$ cat src/complex_gaussian_lcg_generator_macros.svh
// assertion macros used by the sequencer module
`ifndef COMPLEX_GAUSSIAN_LCG_GENERATOR_MACROS_SVH
`define COMPLEX_GAUSSIAN_LCG_GENERATOR_MACROS_SVH

// same-cycle implication, checked on every rising clock edge outside reset
`define CGLG_ASSERT_IMP(lbl, clk, rst, ante, cons) \
   lbl: assert property (@(posedge clk) disable iff (rst) (ante) |-> (cons)) \
      else $error("cglg assertion failed");

// next-cycle implication
`define CGLG_ASSERT_NXT(lbl, clk, rst, ante, cons) \
   lbl: assert property (@(posedge clk) disable iff (rst) (ante) |=> (cons)) \
      else $error("cglg assertion failed");

`endif

$ cat src/cglg_pkg.sv
// shared types, constants and microcode program of the gaussian generator
package cglg_pkg;

   localparam int LcgWidth = 32;
   localparam int SumWidth = 34;
   localparam int OutWidth = 35;
   localparam int PcWidth  = 5;
   localparam int IdxWidth = 3;

   // register indexes of the csr port
   localparam logic [IdxWidth-1:0] REG_FAST_MODE   = 3'd0;
   localparam logic [IdxWidth-1:0] REG_MULT_MAIN   = 3'd1;
   localparam logic [IdxWidth-1:0] REG_INC_MAIN    = 3'd2;
   localparam logic [IdxWidth-1:0] REG_MULT_SECOND = 3'd3;
   localparam logic [IdxWidth-1:0] REG_INC_SECOND  = 3'd4;
   localparam logic [IdxWidth-1:0] REG_SEED_MAIN   = 3'd5;
   localparam logic [IdxWidth-1:0] REG_SEED_SECOND = 3'd6;
   localparam logic [IdxWidth-1:0] REG_SEED_GUARD  = 3'd7;

   // reset values
   localparam logic [LcgWidth-1:0] MULT_MAIN_RST   = 32'd1664525;
   localparam logic [LcgWidth-1:0] INC_MAIN_RST    = 32'd1013904223;
   localparam logic [LcgWidth-1:0] MULT_SECOND_RST = 32'd69069;
   localparam logic [LcgWidth-1:0] INC_SECOND_RST  = 32'd3;
   localparam logic [LcgWidth-1:0] GUARD_RST       = 32'd1;

   // 3.0 with 32 fraction bits
   localparam logic [OutWidth-1:0] THREE_FIX = 35'h3_0000_0000;

   // sequencer branch codes
   localparam logic [1:0] COND_NEXT     = 2'd0;  // go to pc + 1
   localparam logic [1:0] COND_ALWAYS   = 2'd1;  // go to target
   localparam logic [1:0] COND_DISPATCH = 2'd2;  // hold until transfer, then mode branch
   localparam logic [1:0] COND_OUTWAIT  = 2'd3;  // hold while result register full

   // program addresses
   localparam logic [PcWidth-1:0] PC_IDLE    = 5'd0;
   localparam logic [PcWidth-1:0] PC_FAST    = 5'd13;
   localparam logic [PcWidth-1:0] PC_FINISH  = 5'd20;
   localparam logic [PcWidth-1:0] PC_LAST    = 5'd20;

   typedef struct packed {
      logic                take;
      logic                clear;
      logic                step;
      logic                acc;
      logic                acc_t2;
      logic                load;
      logic [1:0]          cond;
      logic [PcWidth-1:0]  target;
   } cw_type;

   // control group handed from the sequencer to the datapath and top
   typedef struct packed {
      logic take;
      logic fire;
      logic clear;
      logic step;
      logic acc;
      logic acc_t2;
      logic load;
   } ctl_type;

   // seed load strobes
   typedef struct packed {
      logic main_we;
      logic second_we;
      logic guard_we;
   } seed_type;

   function automatic cw_type cw_make(logic take, logic clear, logic step, logic acc,
                                      logic acc_t2, logic load, logic [1:0] cond,
                                      logic [PcWidth-1:0] target);
      cw_type w;
      w.take   = take;
      w.clear  = clear;
      w.step   = step;
      w.acc    = acc;
      w.acc_t2 = acc_t2;
      w.load   = load;
      w.cond   = cond;
      w.target = target;
      return w;
   endfunction

   // control store: portable program at 1..12, fast program at 13..19
   function automatic cw_type rom_word(logic [PcWidth-1:0] pc);
      cw_type w;
      unique case (pc)
         5'd0:  w = cw_make(1'b1, 1'b1, 1'b0, 1'b0, 1'b0, 1'b0, COND_DISPATCH, PC_FAST);
         5'd1:  w = cw_make(1'b0, 1'b0, 1'b1, 1'b0, 1'b0, 1'b0, COND_NEXT, PC_IDLE);
         5'd2:  w = cw_make(1'b0, 1'b0, 1'b0, 1'b1, 1'b0, 1'b0, COND_NEXT, PC_IDLE);
         5'd3:  w = cw_make(1'b0, 1'b0, 1'b1, 1'b0, 1'b0, 1'b0, COND_NEXT, PC_IDLE);
         5'd4:  w = cw_make(1'b0, 1'b0, 1'b0, 1'b1, 1'b0, 1'b0, COND_NEXT, PC_IDLE);
         5'd5:  w = cw_make(1'b0, 1'b0, 1'b1, 1'b0, 1'b0, 1'b0, COND_NEXT, PC_IDLE);
         5'd6:  w = cw_make(1'b0, 1'b0, 1'b0, 1'b1, 1'b0, 1'b0, COND_NEXT, PC_IDLE);
         5'd7:  w = cw_make(1'b0, 1'b0, 1'b1, 1'b0, 1'b0, 1'b0, COND_NEXT, PC_IDLE);
         5'd8:  w = cw_make(1'b0, 1'b0, 1'b0, 1'b1, 1'b1, 1'b0, COND_NEXT, PC_IDLE);
         5'd9:  w = cw_make(1'b0, 1'b0, 1'b1, 1'b0, 1'b0, 1'b0, COND_NEXT, PC_IDLE);
         5'd10: w = cw_make(1'b0, 1'b0, 1'b0, 1'b1, 1'b1, 1'b0, COND_NEXT, PC_IDLE);
         5'd11: w = cw_make(1'b0, 1'b0, 1'b1, 1'b0, 1'b0, 1'b0, COND_NEXT, PC_IDLE);
         5'd12: w = cw_make(1'b0, 1'b0, 1'b0, 1'b1, 1'b1, 1'b0, COND_ALWAYS, PC_FINISH);
         5'd13: w = cw_make(1'b0, 1'b0, 1'b1, 1'b0, 1'b0, 1'b0, COND_NEXT, PC_IDLE);
         5'd14: w = cw_make(1'b0, 1'b0, 1'b1, 1'b1, 1'b0, 1'b0, COND_NEXT, PC_IDLE);
         5'd15: w = cw_make(1'b0, 1'b0, 1'b1, 1'b1, 1'b0, 1'b0, COND_NEXT, PC_IDLE);
         5'd16: w = cw_make(1'b0, 1'b0, 1'b1, 1'b1, 1'b0, 1'b0, COND_NEXT, PC_IDLE);
         5'd17: w = cw_make(1'b0, 1'b0, 1'b1, 1'b1, 1'b1, 1'b0, COND_NEXT, PC_IDLE);
         5'd18: w = cw_make(1'b0, 1'b0, 1'b1, 1'b1, 1'b1, 1'b0, COND_NEXT, PC_IDLE);
         5'd19: w = cw_make(1'b0, 1'b0, 1'b0, 1'b1, 1'b1, 1'b0, COND_NEXT, PC_IDLE);
         5'd20: w = cw_make(1'b0, 1'b0, 1'b0, 1'b0, 1'b0, 1'b1, COND_OUTWAIT, PC_IDLE);
         default: w = cw_make(1'b0, 1'b0, 1'b0, 1'b0, 1'b0, 1'b0, COND_ALWAYS, PC_IDLE);
      endcase
      return w;
   endfunction

endpackage

$ cat src/cglg_seq.sv
// microcode sequencer: step counter, control store and branch logic
`include "complex_gaussian_lcg_generator_macros.svh"

module cglg_seq (
   input  logic              clock,
   input  logic              reset,
   input  logic              req_valid,
   input  logic              fast_mode,
   input  logic              out_busy,
   output cglg_pkg::ctl_type ctl
);
   import cglg_pkg::*;

   logic [PcWidth-1:0] pc_ff;
   logic [PcWidth-1:0] pc_in;
   cw_type             cw;
   logic               fire;

   // fetch the current control word
   assign cw   = rom_word(pc_ff);
   assign fire = cw.take & req_valid;

   // drive the control group
   always_comb begin
      ctl.take   = cw.take;
      ctl.fire   = fire;
      ctl.clear  = cw.clear & fire;
      ctl.step   = cw.step;
      ctl.acc    = cw.acc;
      ctl.acc_t2 = cw.acc_t2;
      ctl.load   = cw.load & ~out_busy;
   end

   // next step address
   always_comb begin
      unique case (cw.cond)
         COND_NEXT:     pc_in = pc_ff + 1'b1;
         COND_ALWAYS:   pc_in = cw.target;
         COND_DISPATCH: pc_in = !fire ? pc_ff : (fast_mode ? cw.target : pc_ff + 1'b1);
         COND_OUTWAIT:  pc_in = out_busy ? pc_ff : cw.target;
         default:       pc_in = PC_IDLE;
      endcase
   end

   always_ff @(posedge clock) begin
      if (reset) begin
         pc_ff <= PC_IDLE;
      end else begin
         pc_ff <= pc_in;
      end
   end

   // the program counter stays inside the control store
   `CGLG_ASSERT_IMP(a_pc_range, clock, reset, 1'b1, pc_ff <= PC_LAST)
   // a transfer always leaves the idle step
   `CGLG_ASSERT_NXT(a_fire_leaves_idle, clock, reset, fire, pc_ff != PC_IDLE)
   // results are loaded only from the finishing step
   `CGLG_ASSERT_IMP(a_load_at_finish, clock, reset, ctl.load, pc_ff == PC_FINISH)
   // no accumulation while waiting for a request
   `CGLG_ASSERT_IMP(a_idle_quiet, clock, reset, pc_ff == PC_IDLE, !ctl.step && !ctl.acc)

endmodule

$ cat src/cglg_dp.sv
// datapath: main and second lcg, guard, uniform forming and sum registers
module cglg_dp (
   input  logic                               clock,
   input  logic                               reset,
   input  cglg_pkg::ctl_type                  ctl,
   input  cglg_pkg::seed_type                 seed_we,
   input  logic [cglg_pkg::LcgWidth-1:0]      seed_data,
   input  logic                               fast_mode,
   input  logic [cglg_pkg::LcgWidth-1:0]      mult_main,
   input  logic [cglg_pkg::LcgWidth-1:0]      inc_main,
   input  logic [cglg_pkg::LcgWidth-1:0]      mult_second,
   input  logic [cglg_pkg::LcgWidth-1:0]      inc_second,
   output logic [cglg_pkg::SumWidth-1:0]      t1,
   output logic [cglg_pkg::SumWidth-1:0]      t2
);
   import cglg_pkg::*;

   logic [LcgWidth-1:0] main_ff,   main_in;
   logic [LcgWidth-1:0] second_ff, second_in;
   logic [LcgWidth-1:0] guard_ff,  guard_in;
   logic [SumWidth-1:0] t1_ff,     t1_in;
   logic [SumWidth-1:0] t2_ff,     t2_in;

   logic [LcgWidth-1:0] main_step;
   logic [LcgWidth-1:0] second_step;
   logic [LcgWidth-1:0] diff;
   logic [LcgWidth-1:0] uniform;
   logic                bump;

   // lcg steps, low 32 bits of product plus increment
   assign main_step   = mult_main * main_ff + inc_main;
   assign second_step = mult_second * second_ff + inc_second;

   // uniform from the registered generator state
   assign diff    = main_ff - second_ff;
   assign uniform = fast_mode ? main_ff : {diff[LcgWidth-1:9], 1'b1, 8'h00};
   assign bump    = ctl.acc & ~fast_mode & (second_ff == guard_ff);

   // next state of generators
   always_comb begin
      main_in   = main_ff;
      second_in = second_ff;
      guard_in  = guard_ff;
      if (seed_we.main_we) begin
         main_in = seed_data;
      end else if (ctl.step) begin
         main_in = main_step;
      end
      if (seed_we.second_we) begin
         second_in = seed_data;
      end else if (ctl.step && !fast_mode) begin
         second_in = second_step;
      end else if (bump) begin
         second_in = second_ff + 1'b1;
      end
      if (seed_we.guard_we) begin
         guard_in = seed_data;
      end else if (bump) begin
         guard_in = guard_ff + 1'b1;
      end
   end

   // sum registers
   always_comb begin
      t1_in = t1_ff;
      t2_in = t2_ff;
      if (ctl.clear) begin
         t1_in = '0;
         t2_in = '0;
      end else if (ctl.acc) begin
         if (ctl.acc_t2) begin
            t2_in = t2_ff + SumWidth'(uniform);
         end else begin
            t1_in = t1_ff + SumWidth'(uniform);
         end
      end
   end

   always_ff @(posedge clock) begin
      if (reset) begin
         main_ff   <= '0;
         second_ff <= '0;
         guard_ff  <= GUARD_RST;
      end else begin
         main_ff   <= main_in;
         second_ff <= second_in;
         guard_ff  <= guard_in;
      end
   end

   always_ff @(posedge clock) begin
      t1_ff <= t1_in;
      t2_ff <= t2_in;
   end

   assign t1 = t1_ff;
   assign t2 = t2_ff;

endmodule

$ cat src/complex_gaussian_lcg_generator.sv
// Requests are taken only at the idle step, so a new request waits until the previous result is loaded.
// One sample is produced per request; an output stall holds the sequencer at its finishing step.
// The sample rate is set by the microcode: one lcg multiply step per cycle in fast mode; in portable
// mode each multiply step is followed by a step for the difference, guard bump and accumulate.
// Reset (synchronous, active high): program at idle, registers at defaults, lcgs 0, guard 1.
// A finished result waits in the output register while the sequencer returns to idle.
module complex_gaussian_lcg_generator (
   input  logic                                clock,
   input  logic                                reset,
   input  logic                                req_valid,
   output logic                                req_stall,
   input  logic                                req_last_request,
   output logic                                rsp_valid,
   input  logic                                rsp_stall,
   output logic signed [cglg_pkg::OutWidth-1:0] rsp_real_part,
   output logic signed [cglg_pkg::OutWidth-1:0] rsp_imag_part,
   output logic                                rsp_last_sample,
   input  logic                                csr_write_enable,
   input  logic [cglg_pkg::IdxWidth-1:0]       csr_index,
   input  logic [cglg_pkg::LcgWidth-1:0]       csr_write_data
);
   import cglg_pkg::*;

   logic                fast_mode_ff;
   logic [LcgWidth-1:0] mult_main_ff;
   logic [LcgWidth-1:0] inc_main_ff;
   logic [LcgWidth-1:0] mult_second_ff;
   logic [LcgWidth-1:0] inc_second_ff;
   seed_type            seed_we;
   ctl_type             ctl;
   logic [SumWidth-1:0] t1;
   logic [SumWidth-1:0] t2;
   logic                last_ff;
   logic                out_busy;

   logic                rsp_valid_ff, rsp_valid_in;
   logic [OutWidth-1:0] real_ff;
   logic [OutWidth-1:0] imag_ff;
   logic                last_sample_ff;

   // configuration registers
   always_ff @(posedge clock) begin
      if (reset) begin
         fast_mode_ff   <= 1'b0;
         mult_main_ff   <= MULT_MAIN_RST;
         inc_main_ff    <= INC_MAIN_RST;
         mult_second_ff <= MULT_SECOND_RST;
         inc_second_ff  <= INC_SECOND_RST;
      end else if (csr_write_enable) begin
         case (csr_index)
            REG_FAST_MODE:   fast_mode_ff   <= csr_write_data[0];
            REG_MULT_MAIN:   mult_main_ff   <= csr_write_data;
            REG_INC_MAIN:    inc_main_ff    <= csr_write_data;
            REG_MULT_SECOND: mult_second_ff <= csr_write_data;
            REG_INC_SECOND:  inc_second_ff  <= csr_write_data;
            default:         ;
         endcase
      end
   end

   // seed writes load the generator state directly
   always_comb begin
      seed_we.main_we   = csr_write_enable & (csr_index == REG_SEED_MAIN);
      seed_we.second_we = csr_write_enable & (csr_index == REG_SEED_SECOND);
      seed_we.guard_we  = csr_write_enable & (csr_index == REG_SEED_GUARD);
   end

   assign out_busy  = rsp_valid_ff & rsp_stall;
   assign req_stall = ~ctl.take;

   cglg_seq u_seq (
      .clock     (clock),
      .reset     (reset),
      .req_valid (req_valid),
      .fast_mode (fast_mode_ff),
      .out_busy  (out_busy),
      .ctl       (ctl)
   );

   cglg_dp u_dp (
      .clock       (clock),
      .reset       (reset),
      .ctl         (ctl),
      .seed_we     (seed_we),
      .seed_data   (csr_write_data),
      .fast_mode   (fast_mode_ff),
      .mult_main   (mult_main_ff),
      .inc_main    (inc_main_ff),
      .mult_second (mult_second_ff),
      .inc_second  (inc_second_ff),
      .t1          (t1),
      .t2          (t2)
   );

   // capture the pass-through flag on transfer
   always_ff @(posedge clock) begin
      if (ctl.fire) begin
         last_ff <= req_last_request;
      end
   end

   // result register
   always_comb begin
      rsp_valid_in = rsp_valid_ff;
      if (ctl.load) begin
         rsp_valid_in = 1'b1;
      end else if (!rsp_stall) begin
         rsp_valid_in = 1'b0;
      end
   end

   always_ff @(posedge clock) begin
      if (reset) begin
         rsp_valid_ff <= 1'b0;
      end else begin
         rsp_valid_ff <= rsp_valid_in;
      end
   end

   always_ff @(posedge clock) begin
      if (ctl.load) begin
         real_ff        <= THREE_FIX - OutWidth'(t1) - OutWidth'(t2);
         imag_ff        <= OutWidth'(t1) - OutWidth'(t2);
         last_sample_ff <= last_ff;
      end
   end

   assign rsp_valid       = rsp_valid_ff;
   assign rsp_real_part   = real_ff;
   assign rsp_imag_part   = imag_ff;
   assign rsp_last_sample = last_sample_ff;

endmodule
$ cat config.mk
export PLATFORM = sky130hd
export DESIGN_NAME = complex_gaussian_lcg_generator
export DESIGN_NICKNAME = d
export VERILOG_FILES = /design/src/cglg_pkg.sv /design/src/cglg_seq.sv /design/src/cglg_dp.sv /design/src/complex_gaussian_lcg_generator.sv
export VERILOG_INCLUDE_DIRS = /design/src /design/src/src
export SDC_FILE = /design/constraint.sdc
export NUM_CORES = 2
export LEC_CHECK = 0
export BUFFER_PORTS_ARGS = -buffer_cell sky130_fd_sc_hd__clkbuf_2
export CAP_MARGIN = 40
export CELL_PAD_IN_SITES_DETAIL_PLACEMENT = 0
export CELL_PAD_IN_SITES_GLOBAL_PLACEMENT = 1
export CORE_AREA = 2 2 354 356
export DETAILED_ROUTE_END_ITERATION = 10
export DIE_AREA = 0 0 356 358
export GPL_ROUTABILITY_DRIVEN = 0
export PLACE_DENSITY_LB_ADDON = 0.1
export SYNTH_ARGS = -nofsm -noshare
export SYNTH_HDL_FRONTEND = slang
export SYNTH_SLANG_ARGS = --single-unit
$ cat constraint.sdc
create_clock -name clock -period 7.3 [get_ports clock]
set_input_delay 0.365 -clock clock [delete_from_list [all_inputs] [get_ports clock]]
set_output_delay 0.365 -clock clock [all_outputs]
set_load 0.005 [all_outputs]
# --- Word level (Yosys, flattened, before mapping) ---
# Memory sizes are Yosys's and may differ from the RTL's. A register that Yosys moved wholly into a read port is not among the register bits.
# Index checks and enable logic that the tools add are counted.
word_totals:
  word_cells: 88
  output_inout_bits: 73
  rom_bits: 384
  memories: 1
  reg_bits: 371
  input_bits: 41
mem_list:
  columns: ["memory", "depth", "width", "read_ports", "rd_ports_with_merged_regs", "write_ports", "line", "source"]
  rows:
  - ["(no name shown)", 32, 12, 1, 1, 0, "cglg_pkg.sv:89", "unique case (pc)"]
classes:
  eq_ne: 14
  mul: 2
  addsub: 11
  bitwise_logic: 13
  n_mux: 16
  reduce_logical: 15
ops:
  columns: ["operator", "n"]
  rows:
  - ["2-to-1 mux 32 bit", 8]
  - ["adder 34 x 32 -> 34 bit", 2]
  - ["adder 32 x 1 -> 32 bit, second input constant", 2]
  - ["adder 32 bit", 2]
  - ["multiplier 32 x 32 -> 32 bit", 2]
  - ["subtractor 34 x 34 -> 35 bit", 1]
  - ["subtractor 34 x 34 -> 35 bit, first input constant", 1]
  - ["subtractor 35 x 34 -> 35 bit", 1]
  - ["== test 32 bit", 1]
  - ["subtractor 32 bit", 1]
  - ["2-to-1 mux 5 bit", 5]
  - ["case mux 5 bit (4 select lines)", 1]
  - ["AND reduction 2 bit", 8]
  - ["== test 3 bit, second input constant", 4]
  - ["AND 1 bit", 9]
  - ["== test 3 x 2 -> 1 bit, second input constant", 2]
  - ["adder 5 x 1 -> 5 bit, second input constant", 1]
  - ["== test 2 bit, second input constant", 2]
  - ["inequality test 2 x 1 -> 1 bit, second input constant", 2]
  - ["NOT 1 bit", 4]
  - ["nonzero test 2 bit", 2]
  - ["== test 3 x 1 -> 1 bit, second input constant", 1]
  - ["logical NOT 3 bit", 1]
  - ["nonzero test 3 bit", 1]
  - ["6 further kinds", 7]

# --- Depth between registers and ports, before layout ---
depth:
  word_depth: 6
  depth_mapped: 32
  ltp_nobuf: 29

# --- Modules after synthesis ---
# Synthesis repeated with hierarchy kept, for this count alone.
hier_totals:
  cells_unflattened: 6827
  area_unflattened_um2: 57978.1
modules_own_cells:
  columns: ["module", "seq_area_each_um2", "instances", "area_per_inst_um2", "cells_per_inst"]
  rows:
  - ["cglg_dp", 3283.1, 1, 46129.2, 5474]
  - ["complex_gaussian_lcg_generator", 4734.5, 1, 10933.0, 1256]
  - ["cglg_seq", 280.3, 1, 915.9, 97]

# --- Least setup slack after synthesis ---
# No wires, ideal clock.
synth_timing:
  kind: "reg2reg"
  start: "register u_dp.main_ff[0]"
  end: "register u_dp.main_ff[31]"
  setup_slack_ps: -10
  arrival_time_ps: 7240
  setup_ps: 70
  path_stages_with_launch: 29
  required_ps: 7230
  n_path_buf: 2
  synth_period_minus_slack_ps: 7310
  cell_sequence: "dfxtp_1 > clkbuf_1 > clkbuf_1 > nand2_1 > fa_1 > fa_1 > inv_1 > fa_1 > inv_1 > fa_1 > inv_1 > fa_1 > inv_1 > fa_1 > inv_1 > fa_1 > inv_1 > fa_1 > inv_1 > ha_1 > a21o_1 > a21o_1 > a21oi_1 > o221ai_1 > a221o_1 > a311oi_1 > xnor2_1 > a211o_1 > a21oi_1"
synth_via:
  elab_chain_len: 4
synth_lines:
  columns: ["element", "line", "source"]
  rows:
  - ["from (decl)", "cglg_dp.sv:18", "logic [LcgWidth-1:0] main_ff, main_in;"]
  - ["from (signal assigned)", "cglg_dp.sv:85", "main_ff <= main_in;"]
  - ["multiplier 32 x 32 -> 32 bit", "cglg_dp.sv:31", "assign main_step = mult_main * main_ff + inc_main;"]
  - ["adder 32 bit", "cglg_dp.sv:31", null]
  - ["2-to-1 mux 32 bit", "cglg_dp.sv:46", "end else if (ctl.step) begin"]
  - ["2-to-1 mux 32 bit", "cglg_dp.sv:44", "if (seed_we.main_we) begin"]
# No other way between the ends. The select of a mux whose other input is x is not followed.
# A chain may end at the register's enable or synchronous reset.

# --- Worst setup path after layout ---
layout_timing:
  start: "register u_dp.main_ff[12]"
  end: "register u_dp.main_ff[31]"
# Same word-level chain as after synthesis.

==> results.cfg <==
[timing]
fin_crit_sh_pct = 99.1
timing.setup.tns_ns = 0
hold_violations = 0
rsz0062_at_grt = true
fin_skew_ns = 0.0314
max_freq_mhz = 138
setup_violations = 0
setup_ws_ns = 0.0684
maxSlewViolCount = 0
period_needed_ns = 7.23
slew_headroom_pct = 37.1
worst_pin_slew_ns = 0.919

[synthesis]
syn_nets = 7957
synth-edff-count = 71
synth_ff_type = dfxtp_1
synthTopCellsByArea = fa_1, dfxtp_1, ha_1
yosysSeqAreaShare_pct = 14.7
synth.top_cell.area_share_pct = 31.2
ys_ff_latch = 379
postSynth.asyncResetShare_pct = 0
yosys-top-cells-count = inv_1, nand2_1, fa_1
synth_area_leader_cell = fa_1
ys_warn_count = 0
synth_area_um2 = 56500
syn-instance-count = 6590
avgSynthCellArea_um2 = 8.58
synth_most_common_cell = inv_1
ys_types = 75

[global_routing]
grt.total_usage_pct = 28.4
gr-total-overflow = 0
grt_pass1_vias = 45700
antenna_found_initial = 7
grt_max_degree = 106
grt_pass1_wl_um = 277000

[critical_path]
critPathKind = flop to flop
cp_num_buf_inv = 5
required_ns = 7.85
max_stage_delay_ns = 0.68
crit_family = adder cells
end_kind = flop
crit_top_cell = fa_1
slowest_stage = dfxtp_1
cp.arrival_ns = 7.78
cp-start-kind = flop
crit_fanout = 13
worstPathCellList = buf_12 > and2_1 > fa_1 > fa_1 > inv_1 > fa_1 > fa_1 > fa_1 > inv_1 > fa_1 > fa_1 > inv_1 > fa_1 > inv_1 > ha_1 > a211oi_2 > o221ai_4 > a221o_1 > a311oi_2 > xnor2_1 > a211o_1 > a21oi_2

[die]
design.portCount = 114
die_h_um = 358
die_area_um2 = 127000
die_w_um = 356
core_um2 = 123000
start_util_pct = 45.8
rows = 129

[route]
viasPerCell = 5.23
drt_iter0_markers = 3125
route.detailed.drc = 0
wl_per_cell_um = 20.8
dr_total_vias = 44500
ant_nets = 0
dr.pass1.iters = 6
finalWirelength_um = 177000

[finish]
drive_gt1_share_pct = 10.9
final_area_um2 = 63600
multi_input_area_um2 = 43100
final_cells = 8502
regArea_um2 = 8380
nNetsFinal = 8191
area_growth_pct = 12.5
fill_cells = 11900

[cts]
cts_tree = yes
clk_latency_ns = 0.65
cts_root_buf = clkbuf_16
clk_pin_slew_ns = 0.06
clock_path_buffers = 3
htree_levels = 2
clkSinkCount = 379
cts_made_buffers = 49

[place]
dp_hpwl_um = 143000
place_area_um2 = 61200
dp_cells = 8403
portBuffers = 113
preCtsSetupSlack_ns = -0.360

[worst_hold_path]
worstHoldPathType = input port to flop

[run]
drv_cap = 0

[outcome]
status = complete, no violations
-- layout make-up --
class	instances	share of cell area, %
Multi-Input combinational cell	4715	67.7
Sequential cell	379	13.2
Inverter	1156	6.82
Timing Repair Buffer	523	6.36
Tap cell	1637	3.22
Clock buffer	67	2.21
Clock inverter	24	0.476
Antenna cell	1	0.00393
-- metrics by stage --
| stage | util (%) | hold WS [ns] |
|---|---|---|
| after floorplan | - | 0.400 |
| after global placement | 49.5 | 0.404 |
| after detailed placement | 49.6 | 0.406 |
| after CTS | 51.1 | 0.105 |
| after global routing | 51.6 | 0.138 |
| final | 51.6 | 0.145 |
-- cell usage in the layout, fill, tap and decap left out, types with 22 or more instances in the layout --
master,instances
inv_1,1144
nand2_1,940
fa_1,872
and2_1,573
ha_1,431
buf_4,366
a21oi_1,296
nor2_1,273
dfxtp_1,267
xnor2_1,258
xor2_1,127
clkbuf_2,112
o21ai_0,97
a211oi_1,96
a21o_1,83
edfxtp_1,71
nand3_1,58
clkbuf_16,51
nor3_1,46
o21a_1,37
o21bai_1,32
dfxtp_2,30
mux2i_1,29
or3_1,28
nand2b_1,28
nand3b_1,28
o211ai_1,26
nor2b_1,26
a31oi_1,26
a211o_1,25
and3_1,22
-- metal layers --
metal / up-vias / routed length (um) / track usage [%]
met4: 8 / 4250 / 6.57
met1: 22100 / 79600 / 40.0
met2: 1265 / 83100 / 47.1
met3: 187 / 10200 / 3.23
met5: - / 50 / 0
li1: 21000 / - / -
-- registers in the layout (all words and copies together), names as in the netlist, 5 cells and up --
| name | flops |
|---|---|
| rsp_real_part | 35 |
| rsp_imag_part | 34 |
| u_dp.t1 | 34 |
| u_dp.t2 | 34 |
| inc_main_ff | 32 |
| inc_second_ff | 32 |
| mult_main_ff | 32 |
| mult_second_ff | 32 |
| u_dp.guard_ff | 32 |
| u_dp.main_ff | 32 |
| u_dp.second_ff | 32 |
| u_seq.cw | 9 |
| u_seq.pc_ff | 5 |
-- path summary, 6_finish.rpt --
check,depth (start not counted),endpoint,slack (ns),startpoint
min reg2reg,0,rsp_last_sample$_DFFE_PP_,0.42,last_ff$_DFFE_PP_
min,3,mult_main_ff[29]$_SDFFE_PP0P_,0.14,csr_write_data[29]
max,22,u_dp.main_ff[31]$_SDFFE_PP0P_,0.07,u_dp.main_ff[12]$_SDFFE_PP0P_
max reg2reg,22,u_dp.main_ff[31]$_SDFFE_PP0P_,0.07,u_dp.main_ff[12]$_SDFFE_PP0P_
-- what timing repair did --
| action | 4_1_cts | 5_1_grt |
|---|---|---|
| endpoints found under the setup margin | 13 | 24 |
| gates cloned | 0 | 1 |
| hold endpoints to repair | 2 | 0 |
| hold buffers | 2 | 0 |
| resized for setup | 37 | 148 |
| pin swaps | 15 | 60 |
| setup buffers | 4 | 2 |
-- worst register-to-register path, cell delays in order, from the launching register on --
cell,delay [ns]
dfxtp_1,0.68
buf_12,0.23
and2_1,0.17
fa_1,0.44
fa_1,0.52
inv_1,0.07
fa_1,0.56
fa_1,0.45
fa_1,0.55
inv_1,0.05
fa_1,0.46
fa_1,0.49
inv_1,0.07
fa_1,0.48
inv_1,0.05
ha_1,0.21
a211oi_2,0.29
o221ai_4,0.17
a221o_1,0.40
a311oi_2,0.32
xnor2_1,0.10
a211o_1,0.27
a21oi_2,0.13
-- cell families after synthesis --
family	count (synthesis)	share of synthesized area [%]
AND/OR/NAND/NOR	2102	17.8
buffers and inverters	1496	9.97
adder cells (fa/ha/maj)	1326	41.0
AO/OA/AOI/OAI	873	10.0
XOR/XNOR	385	5.97
flip-flops	379	14.7
multiplexers	29	0.514
Power is not shown: default switching activity piles up to over one toggle a cycle in this logic, so the estimate is an artifact.
